File: src/rtl/core/tktr_pkg.sv
// ----------------------------------------------------------------------------
// tktr_pkg
// Shared types and constants of the top-k record tracker: request and result
// formats, list entries, chain operation codes, register indexes.
// ----------------------------------------------------------------------------
package tktr_pkg;

  // sizes
  localparam int MAX_RECORDS_DEF = 16;
  localparam int OUT_LIMIT       = 16;
  localparam int VALUE_W         = 32;
  localparam int ID_W            = 32;
  localparam int RANK_W          = 4;
  localparam int FUNC_W          = 2;
  localparam int CAP_W           = 5;
  localparam int CFG_IDX_W       = 1;
  localparam int CFG_DATA_W      = 5;

  localparam logic [CAP_W-1:0] CAP_RESET = 5'd10;

  // request function codes
  localparam logic [FUNC_W-1:0] FUNC_OFFER = 2'd0;
  localparam logic [FUNC_W-1:0] FUNC_CLEAR = 2'd1;
  localparam logic [FUNC_W-1:0] FUNC_READ  = 2'd2;

  // configuration register indexes
  localparam logic [CFG_IDX_W-1:0] REG_CAPACITY  = 1'd0;
  localparam logic [CFG_IDX_W-1:0] REG_DIRECTION = 1'd1;

  typedef struct packed {
    logic [FUNC_W-1:0]         func;
    logic signed [VALUE_W-1:0] value;
    logic [ID_W-1:0]           id;
  } cmd_t;

  typedef struct packed {
    logic signed [VALUE_W-1:0] record_value;
    logic [ID_W-1:0]           record_id;
    logic [RANK_W-1:0]         rank;
    logic                      empty_res;
    logic                      last;
  } rec_t;

  // one list entry held by a cell
  typedef struct packed {
    logic signed [VALUE_W-1:0] value;
    logic [ID_W-1:0]           id;
  } entry_t;

  // operation broadcast to every cell of the chain
  typedef enum logic [2:0] {
    OP_HOLD,
    OP_INSERT,      // shift tail-ward from the insert point
    OP_POP_INSERT,  // drop the head, shift head-ward, insert
    OP_ROT_LEFT,    // every cell takes its right neighbor
    OP_ROT_RIGHT    // every cell takes its left neighbor
  } chain_op_t;

  typedef struct packed {
    chain_op_t op;
    entry_t    offer_entry;
  } cell_ctl_t;

  typedef enum logic {
    ST_IDLE,
    ST_READ
  } state_t;

endpackage

File: src/rtl/core/tktr_cell.sv
// ----------------------------------------------------------------------------
// tktr_cell
// One slot of the sorted chain. Entries are kept value descending, ties by
// higher id first; the other direction is the same list read from the tail.
// ----------------------------------------------------------------------------
module tktr_cell
  import tktr_pkg::*;
#(
  parameter bit IS_HEAD = 1'b0
) (
  input  logic      clk,
  input  cell_ctl_t ctl,
  input  logic      live,         // slot takes part in the compare
  input  logic      left_ahead,
  input  logic      right_ahead,
  input  entry_t    left_entry,
  input  entry_t    right_entry,
  output logic      ahead,        // held entry sorts before the offered one
  output entry_t    cur
);

  entry_t cur_next;

  // canonical order compare against the broadcast entry
  assign ahead = live &&
                 (($signed(cur.value) > $signed(ctl.offer_entry.value)) ||
                  ((cur.value == ctl.offer_entry.value) &&
                   (cur.id > ctl.offer_entry.id)));

  // pick the next content from self, neighbors or the offered entry
  always_comb begin
    cur_next = cur;
    unique case (ctl.op)
      OP_INSERT: begin
        if (ahead) begin
          cur_next = cur;
        end else if (IS_HEAD || left_ahead) begin
          cur_next = ctl.offer_entry;
        end else begin
          cur_next = left_entry;
        end
      end
      OP_POP_INSERT: begin
        if (right_ahead) begin
          cur_next = right_entry;
        end else if (IS_HEAD || ahead) begin
          cur_next = ctl.offer_entry;
        end else begin
          cur_next = cur;
        end
      end
      OP_ROT_LEFT:  cur_next = right_entry;
      OP_ROT_RIGHT: cur_next = left_entry;
      default:      cur_next = cur;
    endcase
  end

  always_ff @(posedge clk) begin
    cur <= cur_next;
  end

endmodule

File: config.mk
export PLATFORM = sky130hd
export DESIGN_NAME = tktr_cell
export DESIGN_NICKNAME = d
export VERILOG_FILES = /design/src/rtl/core/tktr_pkg.sv /design/src/rtl/core/tktr_cell.sv
export SDC_FILE = /design/constraint.sdc
export NUM_CORES = 1
export LEC_CHECK = 0
export ABC_AREA = 1
export BUFFER_PORTS_ARGS = -buffer_cell sky130_fd_sc_hd__buf_2
export CAP_MARGIN = 20
export CORE_AREA = 2 2 152 95
export CTS_CLUSTER_DIAMETER = 60
export DETAILED_ROUTE_END_ITERATION = 6
export DIE_AREA = 0 0 154 97
export PLACE_DENSITY_LB_ADDON = 0.05
export RECOVER_POWER = 25
export SYNTH_ARGS = -nofsm -noshare
export SYNTH_HDL_FRONTEND = slang
export SYNTH_SLANG_ARGS = --single-unit
File: constraint.sdc
create_clock -name clk -period 6.5 [get_ports clk]
set_clock_uncertainty 0.05 [all_clocks]
set_input_delay 0.65 -clock clk [delete_from_list [all_inputs] [get_ports clk]]
set_output_delay 0.65 -clock clk [all_outputs]
set_load 0.05 [all_outputs]
; ---- Yosys cells after proc, flatten, opt, wreduce, memory -nomap -nowiden
; Cells that the tools add are included.
[totals]
register_bits = 64
input_bits = 199
output_inout_bits = 65
wordCells = 21
[classes]
magnitude_cmp = 2
n_eq_ne = 7
n_mux = 5
reduce_logical = 5
[op_table]
columns = operator, count
row1 = $mux W64, 4
row2 = $pmux W64 S4, 1
row3 = $gt A32 B32 Y1, 2
row4 = $eq A32 B32 Y1, 1
row5 = $eq A3 B2 Y1 const B, 2
row6 = $reduce_bool A4 Y1, 1
row7 = $eq A3 B1 Y1 const B, 1
row8 = $eq A3 B3 Y1 const B, 1
row9 = $ne A3 B3 Y1 const B, 1
row10 = $reduce_and A3 Y1, 1
row11 = $logic_and A1 B1 Y1, 2
row12 = $ne A2 B2 Y1 const B, 1
row13 = $logic_or A1 B1 Y1, 1

; ---- Logic depth before layout (Yosys ltp)
[logic_depth]
depth_word = 7
depth_mapped = 19

; ---- Worst setup path after synthesis
; No wires, ideal clock.
[synth_path]
path_type = register -> register
from = reg cur[47] (netlist bit)
to = reg cur[0] (netlist bit), enable pin
setup_ns = 0.488
t_arrival_ns = 4.690
required_ns = 5.962
setup_slack_ns = 1.273
path_stages_with_launch = 16
cell_sequence = edfxtp_1 -> ha_1 -> nand2_1 -> nor2_2 -> nand4_2 -> clkinv_1 -> nand2_1 -> nand2_1 -> nand2_1 -> nand2_1 -> nand2_1 -> clkinv_1 -> nor2_2 -> nor2_4 -> nor2_2 -> nor2_1
[synth_via]
elab_chain_len = 6
[synth_rtl]
columns = element, line
row1 = from (decl), tktr_cell.sv:19  ; output entry_t cur
row2 = from (signal assigned), tktr_cell.sv:59  ; cur <= cur_next;
row3 = "parallel branches: the longest is 2 deep, another holds $gt A32 B32 Y1", -
row4 = $logic_or A1 B1 Y1 *, tktr_cell.sv:26  ; (($signed(cur.value) > $signed(ctl.offer_entry.value)) ||
row5 = $logic_and A1 B1 Y1 *, tktr_cell.sv:25  ; assign ahead = live &&
row6 = net ahead, tktr_cell.sv:18  ; output logic ahead,
row7 = $ne A3 B3 Y1 (no source line) or $ne A2 B2 Y1 (tied branches), -
row8 = $reduce_and A3 Y1 (no source line) *, -
; Mark *: on every way through the listed nets, which the timed path passes.
; A chain may end at the register's enable or synchronous reset.

; ---- Final worst setup path
[layout_path]
from = in ctl[47] (netlist bit)
to = reg cur[13] (netlist bit), enable pin
[layout_via]
elab_chain_len = 6
[layout_rtl]
columns = element, line
row1 = from (decl), tktr_cell.sv:12  ; input cell_ctl_t ctl,
row2 = "parallel branches: the longest is 2 deep, another holds $gt A32 B32 Y1", -
row3 = $logic_or A1 B1 Y1 *, tktr_cell.sv:26
row4 = $logic_and A1 B1 Y1 *, tktr_cell.sv:25
row5 = $ne A3 B3 Y1 (no source line) or $ne A2 B2 Y1 (tied branches), -
row6 = $reduce_and A3 Y1 (no source line) *, -
; Mark *: on every way between the ends.

==> run_results.csv <==
group,metric,value,unit
setup_path,crit_type,"in2reg",
logic_synthesis,ys_async_sr_fraction,0,
setup_path,required,6.44,ns
logic_synthesis,avgSynthCellArea,6.71,um^2
sta,rsz0062_at_grt,"no",
placement,gp_congestion,0.867,
sta,drv_slew,0,
floorplanning,dieArea,14900,um^2
routing,first_pass_iters,5,
placement,io_buffers,263,
clock_tree,cts_root_buf,"clkbuf_16",
sta,setup-tns-final,0,ns
power,power,1.63,mW
power,p_per_area,196,nW/um^2
global_routing,grt-ovfl-total,0,
logic_synthesis,syn_area,6740,um^2
layout,largest_reg_flops,64,
logic_synthesis,yosysSeqAreaShare,0.285,
power,clkPwrFrac,0.287,
placement,post-place-ws,2.92,ns
routing,avgViaCountPerCell,5.26,
logic_synthesis,ys_types,29,
layout,drive_gt1_frac,0.215,
power,power_switching,0.635,mW
layout,syn_to_final_growth,23.3,%
layout,layout_common_cells,"nand2_1 (394), buf_2 (213), inv_1 (144)",
floorplanning,die-height,97,um
setup_path,cp-start-kind,"input pin",
logic_synthesis,synth_edf_count,64,
routing,remaining_drc_errors,0,
power,comb_power_share,0.377,
routing,wl_per_cell,15.1,um
power,swShare,0.389,
flow_run,cap_violations,0,
power,irDropWorstVdd,0.123,mV
layout,largest-register,"cur",
routing,ant_nets,0,
layout,final_nets,1497,
sta,fin_crit,3.24,ns
floorplanning,core,13400,um^2
logic_synthesis,synth-seq-cells,64,
placement,placed_area,8100,um^2
setup_path,arrival,3.18,ns
sta,worst_pin_slew,0.855,ns
logic_synthesis,synth_nets,1268,
sta,setup_slack,3.26,ns
floorplanning,io_pins,264,
layout,stdcell_area,8320,um^2
power,p_seq_frac,0.336,
routing,drt_iter0_markers,520,
floorplanning,start_util,0.503,
global_routing,grt_use_total,0.284,
clock_tree,cts_buffer_depth,2,
routing,num_vias,7440,
clock_tree,clk_pin_slew,0.06,ns
layout,top_regs,"cur x64",
sta,fin_crit_sh,0.499,
clock_tree,hold_buffers,0,
logic_synthesis,synth.yosys.warnings,0,
layout,final_common_cell,"nand2_1",
global_routing,grt_max_degree,84,
clock_tree,cts_setup_buffers,0,
status,run_status,"finished clean",
clock_tree,clock_sinks,64,
routing,totalWireLength,21400,um
hold_path,worstHoldPathType,"in2reg",
logic_synthesis,synth_flop_cell,"edfxtp_1",
global_routing,antenna_found_initial,1,
layout,fin_util,0.620,
clock_tree,cts_tree,"built",
floorplanning,rows,33,
setup_path,critPathCaptureType,"register",
global_routing,grt_pass1_vias,7017,
power,p_leak,4.21,nW
logic_synthesis,synthesis.instances,1005,
clock_tree,post_cts_resize_count,0,
sta,relSlewSlack,0.430,
clock_tree,cts_buffers,9,
clock_tree,insertion_delay,0.33,ns
clock_tree,htreeDepth,3,
global_routing,grt_pass1_wl,34300,um
layout,fill_cells,1318,
placement,dpl.hpwl,15800,um
setup_path,cp_max_fo,31,
sta,hold_viol_final,0,
sta,setup_violations,0,
sta,fmax,308,MHz
power,p_int,0.997,mW
floorplanning,die_w,154,um
[layer usage]
| metal | wire length, um | vias to the layer above | track usage | part of all wire |
|---|---|---|---|---|
| met5 | 0 | - | 0 | 0 |
| met4 | 240 | 0 | 0.0568 | 0.011 |
| met3 | 2200 | 24 | 0.0753 | 0.10 |
| met1 | 9750 | 3279 | 0.397 | 0.46 |
| met2 | 9190 | 344 | 0.442 | 0.43 |
| li1 | - | 3793 | - | - |
[synth_stat cells (2+ instances only)]
library cell / count / area [um^2]
o21ai_0: 131 / 656
buf_2: 21 / 105
clkbuf_1: 25 / 93.8
inv_1: 144 / 541
mux2_2: 2 / 22.5
a21oi_1: 28 / 140
nand2_1: 394 / 1480
o2111ai_1: 64 / 561
buf_6: 5 / 56.3
edfxtp_1: 64 / 1920
nand4_1: 3 / 18.8
nor2_4: 5 / 56.3
clkinv_1: 3 / 11.3
nand2_2: 3 / 18.8
ha_1: 64 / 801
nand3_1: 7 / 35.0
o21a_1: 2 / 15.0
inv_2: 6 / 22.5
nor2_1: 17 / 63.8
nor2_2: 8 / 50.1
[metrics by stage]
stage / hold WS [ns] / std cells
after global routing: 0.593 / 1413
after CTS: 0.584 / 1413
final: 0.589 / 1414
after global placement: 0.923 / 1397
after floorplan: 0.815 / 1005
after detailed placement: 0.924 / 1398
[power groups by stage]
stage	combinational [mW]	sequential, mW	clock (mW)
after floorplan	0.276	0.706	0
after global placement	0.614	0.555	0
after detailed placement	0.623	0.554	0
after CTS	0.627	0.547	0.475
after global routing	0.684	0.553	0.494
final	0.616	0.548	0.468
[worst max-delay path, stage by stage]
cell and delay (ns):
buf_2 0.10, inv_1 0.05, ha_1 0.29, nand2_1 0.07, nor2_2 0.14, nand4_2 0.12
nor4_2 0.31, nand2_1 0.16, inv_1 0.10, a21oi_1 0.06, nand3_1 0.06, nand2_1 0.09
nor2_4 0.32, buf_12 0.27, buf_4 0.37
[cell type report]
| class | instances | area, um^2 | share of cell area |
|---|---|---|---|
| diodes | 1 | 2.50 | 0.000301 |
| clock inverters | 5 | 48.8 | 0.00587 |
| well taps | 175 | 219 | 0.0263 |
| multi-input cells | 735 | 3990 | 0.480 |
| clock buffers | 10 | 229 | 0.0275 |
| inverters | 153 | 574 | 0.0690 |
| flip-flops and latches | 64 | 1920 | 0.231 |
| repair buffers | 271 | 1330 | 0.160 |
[logic make-up (layout without fill, tap and decap cells)]
kind of cell             after synthesis  in the layout  synth area share
adder cells (fa/ha/maj)               64             64             0.119
flip-flops                            64             64             0.285
AND/OR/NAND/NOR                      440            440             0.260
multiplexers                           2              2           0.00334
buffers and inverters                206            439             0.125
other                                  0              1                 0
AO/OA/AOI/OAI                        229            229             0.208
[path summary, 6_finish.rpt]
check                   from  slack (ns)      end  cells past startpoint
max                  ctl[47]        3.26  cur[13]                     15
min          right_entry[21]        0.59  cur[21]                      3
max reg2reg          cur[47]        3.29  cur[13]                     13
min reg2reg          cur[63]        1.13  cur[50]                      6
No activity file was read; power rests on OpenSTA's default activity.
